`config.mk`:
```
export PLATFORM = sky130hd
export DESIGN_NAME = bgra_to_yuv420_planar_unit
export DESIGN_NICKNAME = d
export VERILOG_FILES = /design/src/hdl/bgyuv_pkg.sv /design/src/hdl/bgyuv_position.sv /design/src/hdl/bgyuv_color.sv /design/src/hdl/bgra_to_yuv420_planar_unit.sv
export SDC_FILE = /design/constraint.sdc
export NUM_CORES = 1
export LEC_CHECK = 0
export ABC_AREA = 1
export BUFFER_PORTS_ARGS = -buffer_cell sky130_fd_sc_hd__buf_2
export CAP_MARGIN = 25
export CORE_MARGIN = 2
export CORE_UTILIZATION = 53
export DETAILED_ROUTE_END_ITERATION = 12
export GPL_ROUTABILITY_DRIVEN = 0
export PLACE_DENSITY = 0.71
export SETUP_SLACK_MARGIN = 0.05
export SLEW_MARGIN = 20
export SYNTH_ARGS = -nofsm -noshare
export SYNTH_HDL_FRONTEND = slang
export SYNTH_SLANG_ARGS = --single-unit
```
`constraint.sdc`:
```
create_clock -name clock -period 6.6 [get_ports clock]
set_input_delay 0.33 -clock clock [delete_from_list [all_inputs] [get_ports clock]]
set_output_delay 0.33 -clock clock [all_outputs]
set_load 0.02 [all_outputs]
```
`src/hdl/bgyuv_pkg.sv`:
```
`default_nettype none
package bgyuv_pkg;

   localparam int CSR_W       = 13;
   localparam int CSR_INDEX_W = 1;
   localparam int LUMA_IDX_W  = 24;
   localparam int CHROMA_IDX_W = 22;

   localparam logic [CSR_INDEX_W-1:0] CSR_FRAME_WIDTH  = 1'd0;
   localparam logic [CSR_INDEX_W-1:0] CSR_FRAME_HEIGHT = 1'd1;

   localparam logic [CSR_W-1:0] FRAME_WIDTH_RESET  = 13'd1920;
   localparam logic [CSR_W-1:0] FRAME_HEIGHT_RESET = 13'd1080;

   typedef struct packed {
      logic [7:0] blue;
      logic [7:0] green;
      logic [7:0] red;
   } pixel_type;

   typedef struct packed {
      logic [7:0]              luma;
      logic [7:0]              chroma_blue;
      logic [7:0]              chroma_red;
      logic                    chroma_valid;
      logic [LUMA_IDX_W-1:0]   luma_index;
      logic [CHROMA_IDX_W-1:0] chroma_index;
      logic                    frame_last;
   } result_type;

   typedef struct packed {
      logic                    chroma_valid;
      logic [LUMA_IDX_W-1:0]   luma_index;
      logic [CHROMA_IDX_W-1:0] chroma_index;
      logic                    frame_last;
   } position_type;

   typedef struct packed {
      logic [7:0] luma;
      logic [7:0] chroma_blue;
      logic [7:0] chroma_red;
   } sample_type;

endpackage
`default_nettype wire

```
`src/hdl/bgyuv_position.sv`:
```
`default_nettype none
module bgyuv_position
   import bgyuv_pkg::*;
#(
   parameter int MAX_WIDTH  = 4096,
   parameter int MAX_HEIGHT = 4096
) (
   input  wire logic                   clock,
   input  wire logic                   reset,
   input  wire logic                   csr_we,
   input  wire logic [CSR_INDEX_W-1:0] csr_index,
   input  wire logic [CSR_W-1:0]       csr_wdata,
   input  wire logic                   advance,
   output position_type                position
);

   localparam int COL_W  = $clog2(MAX_WIDTH);
   localparam int LINE_W = (MAX_HEIGHT > 1) ? $clog2(MAX_HEIGHT) : 1;
   localparam int WC_W   = ($clog2(MAX_WIDTH + 1) > CSR_W) ? $clog2(MAX_WIDTH + 1) : CSR_W;
   localparam int HC_W   = ($clog2(MAX_HEIGHT + 1) > CSR_W) ? $clog2(MAX_HEIGHT + 1) : CSR_W;
   localparam logic [WC_W-1:0] W_MIN = WC_W'(2);
   localparam logic [WC_W-1:0] W_MAX = WC_W'(MAX_WIDTH);
   localparam logic [HC_W-1:0] H_MIN = HC_W'(1);
   localparam logic [HC_W-1:0] H_MAX = HC_W'(MAX_HEIGHT);

   logic [CSR_W-1:0]        frame_width_ff, frame_width_in;
   logic [CSR_W-1:0]        frame_height_ff, frame_height_in;
   logic [COL_W-1:0]        column_ff, column_in;
   logic [LINE_W-1:0]       line_ff, line_in;
   logic [LUMA_IDX_W-1:0]   luma_pos_ff, luma_pos_in;
   logic [CHROMA_IDX_W-1:0] chroma_pos_ff, chroma_pos_in;

   logic [WC_W-1:0] width_raw, width_clamped, column_next;
   logic [HC_W-1:0] height_raw, height_clamped, line_next;
   logic            chroma, line_end, frame_end;

   always_comb begin
      frame_width_in  = frame_width_ff;
      frame_height_in = frame_height_ff;
      if (csr_we) begin
         case (csr_index)
            CSR_FRAME_WIDTH:  frame_width_in  = csr_wdata;
            CSR_FRAME_HEIGHT: frame_height_in = csr_wdata;
            default: ;
         endcase
      end
   end

   always_comb begin
      width_raw  = WC_W'(frame_width_ff);
      height_raw = HC_W'(frame_height_ff);
      if (width_raw < W_MIN) begin
         width_clamped = W_MIN;
      end else if (width_raw > W_MAX) begin
         width_clamped = W_MAX;
      end else begin
         width_clamped = width_raw;
      end
      if (height_raw < H_MIN) begin
         height_clamped = H_MIN;
      end else if (height_raw > H_MAX) begin
         height_clamped = H_MAX;
      end else begin
         height_clamped = height_raw;
      end
      column_next = WC_W'(column_ff) + WC_W'(1);
      line_next   = HC_W'(line_ff) + HC_W'(1);
      chroma      = !line_ff[0] && !column_ff[0];
      line_end    = column_next >= width_clamped;
      frame_end   = line_end && (line_next >= height_clamped);
   end

   always_comb begin
      position.chroma_valid = chroma;
      position.luma_index   = luma_pos_ff;
      position.chroma_index = chroma ? chroma_pos_ff : '0;
      position.frame_last   = frame_end;
   end

   always_comb begin
      column_in     = column_ff;
      line_in       = line_ff;
      luma_pos_in   = luma_pos_ff;
      chroma_pos_in = chroma_pos_ff;
      if (advance) begin
         if (frame_end) begin
            column_in     = '0;
            line_in       = '0;
            luma_pos_in   = '0;
            chroma_pos_in = '0;
         end else begin
            luma_pos_in = luma_pos_ff + LUMA_IDX_W'(1);
            if (chroma) begin
               chroma_pos_in = chroma_pos_ff + CHROMA_IDX_W'(1);
            end
            if (line_end) begin
               column_in = '0;
               line_in   = line_next[LINE_W-1:0];
            end else begin
               column_in = column_next[COL_W-1:0];
            end
         end
      end
   end

   always_ff @(posedge clock) begin
      if (reset) begin
         frame_width_ff  <= FRAME_WIDTH_RESET;
         frame_height_ff <= FRAME_HEIGHT_RESET;
         column_ff       <= '0;
         line_ff         <= '0;
         luma_pos_ff     <= '0;
         chroma_pos_ff   <= '0;
      end else begin
         frame_width_ff  <= frame_width_in;
         frame_height_ff <= frame_height_in;
         column_ff       <= column_in;
         line_ff         <= line_in;
         luma_pos_ff     <= luma_pos_in;
         chroma_pos_ff   <= chroma_pos_in;
      end
   end

endmodule
`default_nettype wire

```
`src/hdl/bgyuv_color.sv`:
```
`default_nettype none
module bgyuv_color
   import bgyuv_pkg::*;
(
   input  wire pixel_type  pixel,
   input  wire logic       chroma_valid,
   output sample_type      sample
);

   logic [16:0] y_sum, cb_sum, cr_sum;
   logic [16:0] b_ext, g_ext, r_ext;

   always_comb begin
      b_ext  = 17'(pixel.blue);
      g_ext  = 17'(pixel.green);
      r_ext  = 17'(pixel.red);
      y_sum  = 17'(66) * r_ext + 17'(129) * g_ext + 17'(25) * b_ext;
      cb_sum = 17'(32768) + 17'(112) * b_ext - 17'(38) * r_ext - 17'(74) * g_ext;
      cr_sum = 17'(32768) + 17'(112) * r_ext - 17'(94) * g_ext - 17'(18) * b_ext;
      sample.luma        = y_sum[15:8] + 8'd16;
      sample.chroma_blue = chroma_valid ? cb_sum[15:8] : 8'd0;
      sample.chroma_red  = chroma_valid ? cr_sum[15:8] : 8'd0;
   end

endmodule
`default_nettype wire

```
`src/hdl/bgra_to_yuv420_planar_unit.sv`:
```
// An accepted req beat is registered in the input stage, then in the result register that drives rsp_valid.
// Throughput: one pixel per cycle, set by the input register and the result
// register each loading in every cycle that the next one is free.
// Reset (synchronous, active high): clears both stage valids and the raster
// counters; frame width returns to 1920 and frame height to 1080.
`default_nettype none
module bgra_to_yuv420_planar_unit
   import bgyuv_pkg::*;
#(
   parameter int MAX_WIDTH  = 4096,
   parameter int MAX_HEIGHT = 4096
) (
   input  wire logic                   clock,
   input  wire logic                   reset,
   input  wire logic                   csr_we,
   input  wire logic [CSR_INDEX_W-1:0] csr_index,
   input  wire logic [CSR_W-1:0]       csr_wdata,
   input  wire logic                   req_valid,
   output logic                        req_stall,
   input  wire pixel_type              req_data,
   output logic                        rsp_valid,
   input  wire logic                   rsp_stall,
   output result_type                  rsp_data
);

   logic         s1_valid_ff, s1_valid_in;
   pixel_type    s1_pixel_ff;
   position_type s1_pos_ff;
   logic         rsp_valid_ff, rsp_valid_in;
   result_type   rsp_data_ff, rsp_data_in;
   position_type position;
   sample_type   sample;
   logic         req_take, s2_load;

   bgyuv_position #(
      .MAX_WIDTH  (MAX_WIDTH),
      .MAX_HEIGHT (MAX_HEIGHT)
   ) u_position (
      .clock     (clock),
      .reset     (reset),
      .csr_we    (csr_we),
      .csr_index (csr_index),
      .csr_wdata (csr_wdata),
      .advance   (req_take),
      .position  (position)
   );

   bgyuv_color u_color (
      .pixel        (s1_pixel_ff),
      .chroma_valid (s1_pos_ff.chroma_valid),
      .sample       (sample)
   );

   always_comb begin
      s2_load   = s1_valid_ff && (!rsp_valid_ff || !rsp_stall);
      req_stall = s1_valid_ff && !s2_load;
      req_take  = req_valid && !req_stall;

      s1_valid_in = req_take || (s1_valid_ff && !s2_load);

      rsp_valid_in = s2_load || (rsp_valid_ff && rsp_stall);

      rsp_data_in.luma         = sample.luma;
      rsp_data_in.chroma_blue  = sample.chroma_blue;
      rsp_data_in.chroma_red   = sample.chroma_red;
      rsp_data_in.chroma_valid = s1_pos_ff.chroma_valid;
      rsp_data_in.luma_index   = s1_pos_ff.luma_index;
      rsp_data_in.chroma_index = s1_pos_ff.chroma_index;
      rsp_data_in.frame_last   = s1_pos_ff.frame_last;
   end

   always_ff @(posedge clock) begin
      if (reset) begin
         s1_valid_ff  <= 1'b0;
         rsp_valid_ff <= 1'b0;
      end else begin
         s1_valid_ff  <= s1_valid_in;
         rsp_valid_ff <= rsp_valid_in;
      end
   end

   always_ff @(posedge clock) begin
      if (req_take) begin
         s1_pixel_ff <= req_data;
         s1_pos_ff   <= position;
      end
      if (s2_load) begin
         rsp_data_ff <= rsp_data_in;
      end
   end

   assign rsp_valid = rsp_valid_ff;
   assign rsp_data  = rsp_data_ff;

`ifndef SYNTHESIS
   a_no_chroma_clean: assert property (@(posedge clock) disable iff (reset)
      rsp_valid_ff && !rsp_data_ff.chroma_valid |->
         rsp_data_ff.chroma_index == '0 && rsp_data_ff.chroma_blue == 8'd0 &&
         rsp_data_ff.chroma_red == 8'd0)
      else $error("chroma fields set without chroma");

   a_s1_hold: assert property (@(posedge clock) disable iff (reset)
      s1_valid_ff && req_stall |=> s1_valid_ff && $stable(s1_pixel_ff))
      else $error("input stage lost a stalled beat");

   a_rsp_from_s1: assert property (@(posedge clock) disable iff (reset)
      !rsp_valid_ff && !s1_valid_ff |=> !rsp_valid_ff)
      else $error("result beat without an item in the input stage");

   a_reset_clear: assert property (@(posedge clock)
      reset |=> !rsp_valid_ff && !s1_valid_ff)
      else $error("valid set after reset");
`endif

endmodule
`default_nettype wire

```
After elaboration in Yosys (flattened, before gate mapping):

Index checks and enable logic that the tools add are counted.

* ROM bits: 0
* input port bits: 43
* bits in latches: 0
* bits in writable memories: 0
* word-level logic and storage cells: 83
* register bits after elaboration: 242
* memories kept: 0

* div/mod/pow operators: 0
* shift-type cells: 0
* reduce and logical (&&, ||, !) cells: 21
* multiplexer cells: 11
* add/subtract/negate cells: 13
* bitwise logic cells: 1
* equality and inequality tests: 0
* $mul: 9
* order comparisons: 6

Operators with widths (count)
* $mux 13: 4
* $mux 12: 4
* $mux 22: 2
* $mul 6x8->14 const A: 3
* $add 16x15->16 const A: 2
* $sub 16x15->16: 2
* $add 12x1->13 const B: 2
* $ge 13x13->1: 2
* $gt 13x13->1 const B: 2
* $mul 5x8->13 const A: 2
* $add 24x1->24 const B: 1
* $mux 24: 1
* $add 22x1->22 const B: 1
* $mul 3x8->11 const A: 2
* $add 15x16->16: 1
* $add 16x13->16: 1
* $mul 8x8->16 const A: 1
* $sub 16x13->16: 1
* $sub 16x14->16: 1
* $lt 13x1->1 const B: 1
* $lt 13x2->1 const B: 1
* $mul 4x8->12 const A: 1
* $add 8x5->8 const B: 1
* $reduce_and 2->1: 4
* 5 further kinds: 18

Logic depth before layout (Yosys ltp):

Gate-level depths: netlist of run 1.

* depth in word-level cells: 8
* mapped depth: 25

Cells and area by module:

From an unflattened synthesis of run 1, not the netlist that was laid out.

* cells, all modules: 2109
* area, all modules: 17800.8 um^2

Modules (own cells, without submodules)
* bgyuv_color: area each 7608.5 um^2, sequential area each 0.0 um^2, cells each 1066, times used 1
* bgyuv_position: area each 5776.8 um^2, sequential area each 1921.8 um^2, cells each 887, times used 1
* bgra_to_yuv420_planar_unit: area each 4415.5 um^2, sequential area each 4364.2 um^2, cells each 156, times used 1

Worst setup path before layout of run 1:

OpenSTA, ideal clock, no wires.

* path type: reg-to-reg
* start point: reg s1_pixel_ff[15] (netlist bit)
* end point: reg rsp_data_ff (netlist bit rsp_data[54]), data pin
* stages on the path, launching flop included: 26
* setup slack: 1.632 ns
* clock period less this slack: 4.968 ns
* data required time: 6.347 ns
* arrival time: 4.715 ns
* cells stage by stage: edfxtp_1 > inv_1 > fa_1 > inv_1 > fa_1 > inv_1 > fa_1 > inv_1 > ha_1 > a21oi_1 > o21ai_0 > a21oi_1 > nor2_1 > nor2_1 > xor2_1 > fa_1 > inv_1 > ha_1 > nand2_1 > nand2_1 > a21oi_1 > o21bai_1 > a21oi_1 > nand2_1 > nand2_1 > nor2_1

* longest elaborated chain between the ends: 3

Ends and longest elaborated chain
* start, declared: RTL line bgra_to_yuv420_planar_unit.sv:27 `pixel_type s1_pixel_ff;`
* start signal, assigned: RTL line bgra_to_yuv420_planar_unit.sv:84 `s1_pixel_ff <= req_data;`
* $mul 6x8->14: RTL line bgyuv_color.sv:19 `cr_sum = 17'(32768) + 17'(112) * r_ext - 17'(94) * g_ext - 17'(18) * b_ext;`
* $sub 16x15->16: RTL line bgyuv_color.sv:19
* $sub 16x13->16: RTL line bgyuv_color.sv:19
* end signal, assigned: RTL line bgra_to_yuv420_planar_unit.sv:88 `rsp_data_ff <= rsp_data_in;`
* end, declared: RTL line bgra_to_yuv420_planar_unit.sv:30 `result_type rsp_data_ff, rsp_data_in;`

Every way passes these cells.
A chain may end at the register's enable or synchronous reset.

Worst setup path after layout of run 1:

* start point: reg s1_pixel_ff[15] (netlist bit)
* end point: reg rsp_data_ff (netlist bit rsp_data[55]), data pin

Same word-level chain as after synthesis.

==> metrics.yaml, run 1 <==
run_status:
  status: "finished, final reports clean"
finish:
  drive_gt1_share_pct: 9.268
  final_cells: 2660
  nets: 2531
  final_common_cell: "inv_1"
  finish.instance_area_mm2: 0.01989
  final_cell_mix: "372 x inv_1, 356 x nand2_1, 210 x ha_1"
  syn2layout_area_growth_pct: 12.11
  antenna_cells: 0
worst_setup_path:
  worst_setup_path_start_kind: "flop"
  cp_top_family: "adder cells"
  cp_max_fo: 7
  crit_arrival_ps: 5780
  path_cells: "inv_1, fa_1, inv_1, fa_1, inv_1, fa_1, inv_1, ha_1, nand2_1, o21ai_0, a21oi_1, xnor2_1, fa_1, inv_1, ha_1, nand2_1, nor2_1, nand2_1, o211ai_1, nand2_1, a21oi_1, nor2_1"
  end_kind: "flop"
  crit_slowest_cell: "fa_1"
  max_stage_delay_ps: 540
  crit_buf_inv: 5
  critPathMostFrequentCell: "inv_1"
  crit_required_ps: 6910
  critPathKind: "flop to flop"
grt:
  grt_pass1_wl_mm: 66.72
  grt_start_max_net_pins: 96
  grt_usage_pct: 23.09
  grt_pass1_vias: 13860
  grt-ovfl-total: 0
  antenna_found_initial: 0
route:
  drt_iter0_drc: 825
  totalWireLength_mm: 39.67
  vias_per_cell: 5.226
  vias: 13900
  drc: 0
  post_drt_wl_per_cell_um: 14.91
  drtAntennaViolNets: 0
  first_pass_iters: 5
pwr:
  p_per_area_mw_per_mm2: 369.2
  ir_drop_mv: 0.2967
  static-leakage-power_nw: 9.384
  finalPower_mw: 7.343
floorplanning:
  row_count: 67
  start_util_pct: 53.31
  core_area_mm2: 0.03328
  die_area_mm2: 0.03496
  fp.dieH_um: 187.0
  design.portCount: 117
  die_width_um: 187.0
placed_design:
  place_ws_ps: 1189
  hpwl_mm: 30.00
  io_buffers: 116
  dpl-instance-area_mm2: 0.01875
  dp_cells: 2584
synth:
  synth-xor-area-share_pct: 4.140
  yosysTopAreaCell: "edfxtp_1"
  synth-seq-cells: 242
  netlist_top_cells_area: "edfxtp_1 24%, ha_1 15%, dfxtp_1 11%, fa_1 9.8%, inv_1 7.9%"
  yosys_warnings: 0
  synth-simple-area-share_pct: 19.63
  synthAdderAreaFrac_pct: 24.63
  synth-compound-area-share_pct: 7.313
  synthCells: 2048
  synth_top_cell_area_share_pct: 24.37
  synth_nets: 2388
  synth_top_family_by_area: "adder cells"
  syn_area_mm2: 0.01774
  ys_seq_area_share_pct: 35.43
  syn_avg_cell_area_um2: 8.663
  synthMuxAreaShare_pct: 0
  ys_types: 48
clocking:
  ctsHoldBuffers: 26
  cts_buffer_depth: 3
  clock_latency_ps: 560
  numCtsBuffers: 27
  postCtsSetupBuffers: 0
  clock-sinks: 242
  clkTransAtPathRegs_ps: 60
  cts_root_buffer: "clkbuf_16"
  cts-htree-levels: 1
  cts-resized-gates: 0
  cts_tree: "done"
flow_run:
  maxCapViolCount: 0
sta:
  fmax_ghz: 0.1828
  worst_pin_slew_ps: 999.1
  fin_crit_sh_pct: 82.88
  slew_headroom_pct: 33.39
  rsz0062_at_grt: "false"
  min_period_ps: 5470
  tns_ps: 0
  hold_viol: 0
  finClkSkew_ps: 14.67
  setup_slack_ps: 1130
  setup_viol: 0
  slew_viol_final: 0
worst_hold_path:
  hold_path_class: "input port to flop"
==> worst paths after layout <==
path,start,to,slack (ps),depth (start not counted)
min,csr_wdata[10],u_position.frame_height_ff[10]$_SDFFE_PP1P_,20,3
min reg2reg,rsp_data_in[22]$_SDFFCE_PN0P_,rsp_data[22]$_DFFE_PP_,420,0
max reg2reg,s1_pixel_ff[15]$_DFFE_PP_,rsp_data[55]$_SDFFCE_PN0P_,1130,22
max,s1_pixel_ff[15]$_DFFE_PP_,rsp_data[55]$_SDFFCE_PN0P_,1130,22
==> per-stage QoR <==
stage	util, %	hold WS [ps]
2_1_floorplan	-	400.3
3_3_place_gp	56.34	403.3
4_1_cts	59.77	0.9943
5_1_grt	59.77	10.41
3_5_place_dp	56.34	404.5
6_report	59.77	21.51
==> flip-flops by register name, summed over array words and instances (netlist names) <==
name,count
u_position.column_ff,12
u_position.line_ff,12
u_position.frame_height_ff,13
u_position.frame_width_ff,13
s1_pixel_ff,24
u_position.chroma_pos_ff,22
rsp_data_in,48
u_position.luma_pos_ff,24
s1_valid_ff,1
rsp_data,72
rsp_valid,1
==> Yosys cell counts (all sizes together) <==
library cell / count
nor4: 6
nor2: 209
a31o: 1
clkinv: 1
xnor2: 24
nand3: 122
o2111ai: 1
a21oi: 136
nor3b: 4
edfxtp: 144
xor2: 59
a31oi: 9
fa: 87
o21ai: 53
or2: 3
dfxtp: 98
a211oi: 3
o21a: 2
buf: 13
o31ai: 3
o21bai: 15
nand4: 33
a21o: 8
clkbuf: 17
inv: 374
o211ai: 5
ha: 210
nand2: 367
nand3b: 1
nor3: 40
==> where the power goes <==
part / internal [mW] / switching (mW) / leakage (nW)
logic: 1.46 / 2.46 / 6.73
registers: 1.84 / 0.0774 / 2.21
clock network: 0.871 / 0.628 / 0.441
total: 4.17 / 3.17 / 9.38
==> cells by family after synthesis <==
group / Yosys count
xor gates and xnor gates: 83
DFF: 242
adders and majority gates: 297
AOI/OAI and AO/OA: 236
and+or+nand+nor: 785
buffers and inverters: 405
==> layer usage <==
layer	up-vias	share of wire, %	GRT usage, %
met5	-	0	0
met3	67	5.1	3.077
met1	6508	44	30.74
li1	6954	-	-
met2	372	48	39.53
met4	0	2.6	6.593
==> worst min-delay path, stage by stage <==
cell and delay [ps]:
buf_2 110, nand2_1 50, nand3_1 50
==> final cells by class <==
class,count,area (um^2)
clock buffer,35,737.0
tap,448,560.5
sequential,242,6286
inverter,375,1413
timing repair buffer,144,855.8
fill,2918,13390
multi-input combinational,1401,9894
clock inverter,15,143.9
No activity file was read; power rests on OpenSTA's default activity.
==> inputs of run 2 (changes only) <==
- PLACE_DENSITY: 0.71 -> 0.74
- clock period: 6.6 -> 4.7 ns (I/O delays scaled with it)
==> run 2 against run 1 <==
Effect of this change:
- the flow now finishes with violations (negative setup slack)
- first-iteration DRC count rose by 11%
- global-route usage rose by 0.90 points
- power rose by 78%
- sequential cell count did not move
- cell area rose by 8.2%
- register-to-register slack got worse by 1400 ps
- worst setup slack got worse by 1400 ps
- clock skew fell by 1.1 ps
- highest routed layer unchanged
==> metrics.yaml, run 2 (synthesis results as in run 1) <==
sta:
  setup_viol: 8
  worst_pin_slew_ps: 908.4
  finClkSkew_ps: 13.60
  rsz0062_at_grt: "true"
  slew_headroom_pct: 39.44
  fmax_ghz: 0.2008
  slew_viol_final: 0
  fin_crit_sh_pct: 106.0
  setup_slack_ps: -280.0
  hold_viol: 0
  min_period_ps: 4980
floorplanning:
  design.portCount: 117
  start_util_pct: 53.31
  fp.dieH_um: 187.0
  row_count: 67
  die_width_um: 187.0
  die_area_mm2: 0.03496
  core_area_mm2: 0.03328
route:
  vias_per_cell: 5.306
  totalWireLength_mm: 43.65
  post_drt_wl_per_cell_um: 15.83
  drtAntennaViolNets: 0
  vias: 14630
  drt_iter0_drc: 916
  drc: 0
  first_pass_iters: 7
worst_setup_path:
  critPathKind: "flop to flop"
  cp_max_fo: 4
  crit_arrival_ps: 5300
  crit_required_ps: 5020
  end_kind: "flop"
  crit_slowest_cell: "fa_1"
  path_cells: "inv_2, fa_1, fa_1, fa_1, inv_2, ha_4, inv_1, o31ai_4, xor2_2, fa_1, inv_1, ha_4, inv_1, o21ai_2, a21oi_1, o211ai_1, buf_4, o21ai_0, a21oi_1"
  critPathMostFrequentCell: "fa_1"
  worst_setup_path_start_kind: "flop"
  max_stage_delay_ps: 540
run_status:
  status: "complete, but fails checks"
  violations: "negative setup slack"
flow_run:
  maxCapViolCount: 0
finish:
  final_common_cell: "inv_1"
  drive_gt1_share_pct: 18.57
  final_cell_mix: "345 x inv_1, 337 x nand2_1, 188 x nor2_1"
  nets: 2629
  antenna_cells: 0
  final_util_pct: 64.66
  syn2layout_area_growth_pct: 21.29
  largest_reg_flops: 72
placed_design:
  hpwl_mm: 31.46
  place_ws_ps: -248.6
  io_buffers: 116
clocking:
  clock_latency_ps: 560
  numCtsBuffers: 27
  clock-sinks: 242
  cts_root_buffer: "clkbuf_16"
  cts-htree-levels: 1
  cts_buffer_depth: 3
  cts_tree: "done"
  clkTransAtPathRegs_ps: 60
pwr:
  finalPower_mw: 13.10
  p_per_area_mw_per_mm2: 608.7
  ir_drop_mv: 0.5592
  static-leakage-power_nw: 9.971
grt:
  grt_pass1_wl_mm: 68.83
  grt_usage_pct: 23.99
  grt_start_max_net_pins: 96
  antenna_found_initial: 0
  grt_pass1_vias: 14340
  grt-ovfl-total: 0
worst_hold_path:
  hold_path_class: "input port to flop"
-- run 2: critical path: cells and delay by family (launching register included) --
family                   cells  cell delay, ps
AO/OA/AOI/OAI                6             930
XOR/XNOR                     1             140
adder cells (fa/ha/maj)      6            2600
buffers and inverters        6             630
flip-flops                   1             420
-- run 2: area by class of cell --
class	count	area, um^2
Sequential cell	242	6286
Clock buffer	34	770.7
Inverter	375	1418
Clock inverter	16	193.9
Tap cell	448	560.5
Multi-Input combinational cell	1401	10640
Timing Repair Buffer	242	1650
Fill cell	2604	11760
-- run 2: worst paths after layout --
path / cells after the start / end / from / slack, ps
setup / recovery: 19 / rsp_data[51]$_SDFFCE_PN0P_ / s1_pixel_ff[13]$_DFFE_PP_ / -280
hold / removal: 4 / u_position.frame_width_ff[8]$_SDFFE_PP1P_ / csr_index / 120
hold reg to reg: 0 / rsp_data[42]$_DFFE_PP_ / rsp_data_in[42]$_DFFE_PP_ / 420
setup reg to reg: 19 / rsp_data[51]$_SDFFCE_PN0P_ / s1_pixel_ff[13]$_DFFE_PP_ / -280
-- run 2: routing by layer --
metal | vias to the layer above | track usage (%) | part of all wire, %
met5 | - | 0 | 0
met3 | 132 | 3.415 | 5.3
met2 | 403 | 42.34 | 49
met4 | 0 | 9.249 | 4.5
li1 | 7144 | - | -
met1 | 6955 | 29.74 | 41
-- run 2: where the power goes --
part | total (mW) | internal [mW] | switching [mW] | leakage [nW]
sequential | 2.67 | 2.59 | 0.0825 | 2.21
clock | 2.27 | 1.34 | 0.925 | 0.475
combinational | 8.16 | 3.52 | 4.65 | 7.28
-- run 2: metrics by stage --
stage | setup TNS (ps) | cell area, um^2 | hold WS, ps | instances
after floorplan | 0 | 17900 | 333.9 | 2048
after global placement | -295.0 | 19370 | 404.1 | 2646
after detailed placement | -1504 | 19370 | 404.5 | 2646
after CTS | -501.0 | 20940 | 101.7 | 2740
after global routing | -3374 | 21520 | 157.8 | 2758
final | -1532 | 21520 | 120.4 | 2758
-- run 2: timing repair --
item | in CTS | in global routing
pin swaps | 25 | 53
endpoints found under the setup margin | 14 | 18
hold endpoints to repair | 52 | 0
resized for setup | 31 | 109
gates cloned | 0 | 0
setup buffers | 5 | 18
hold buffers | 39 | 0
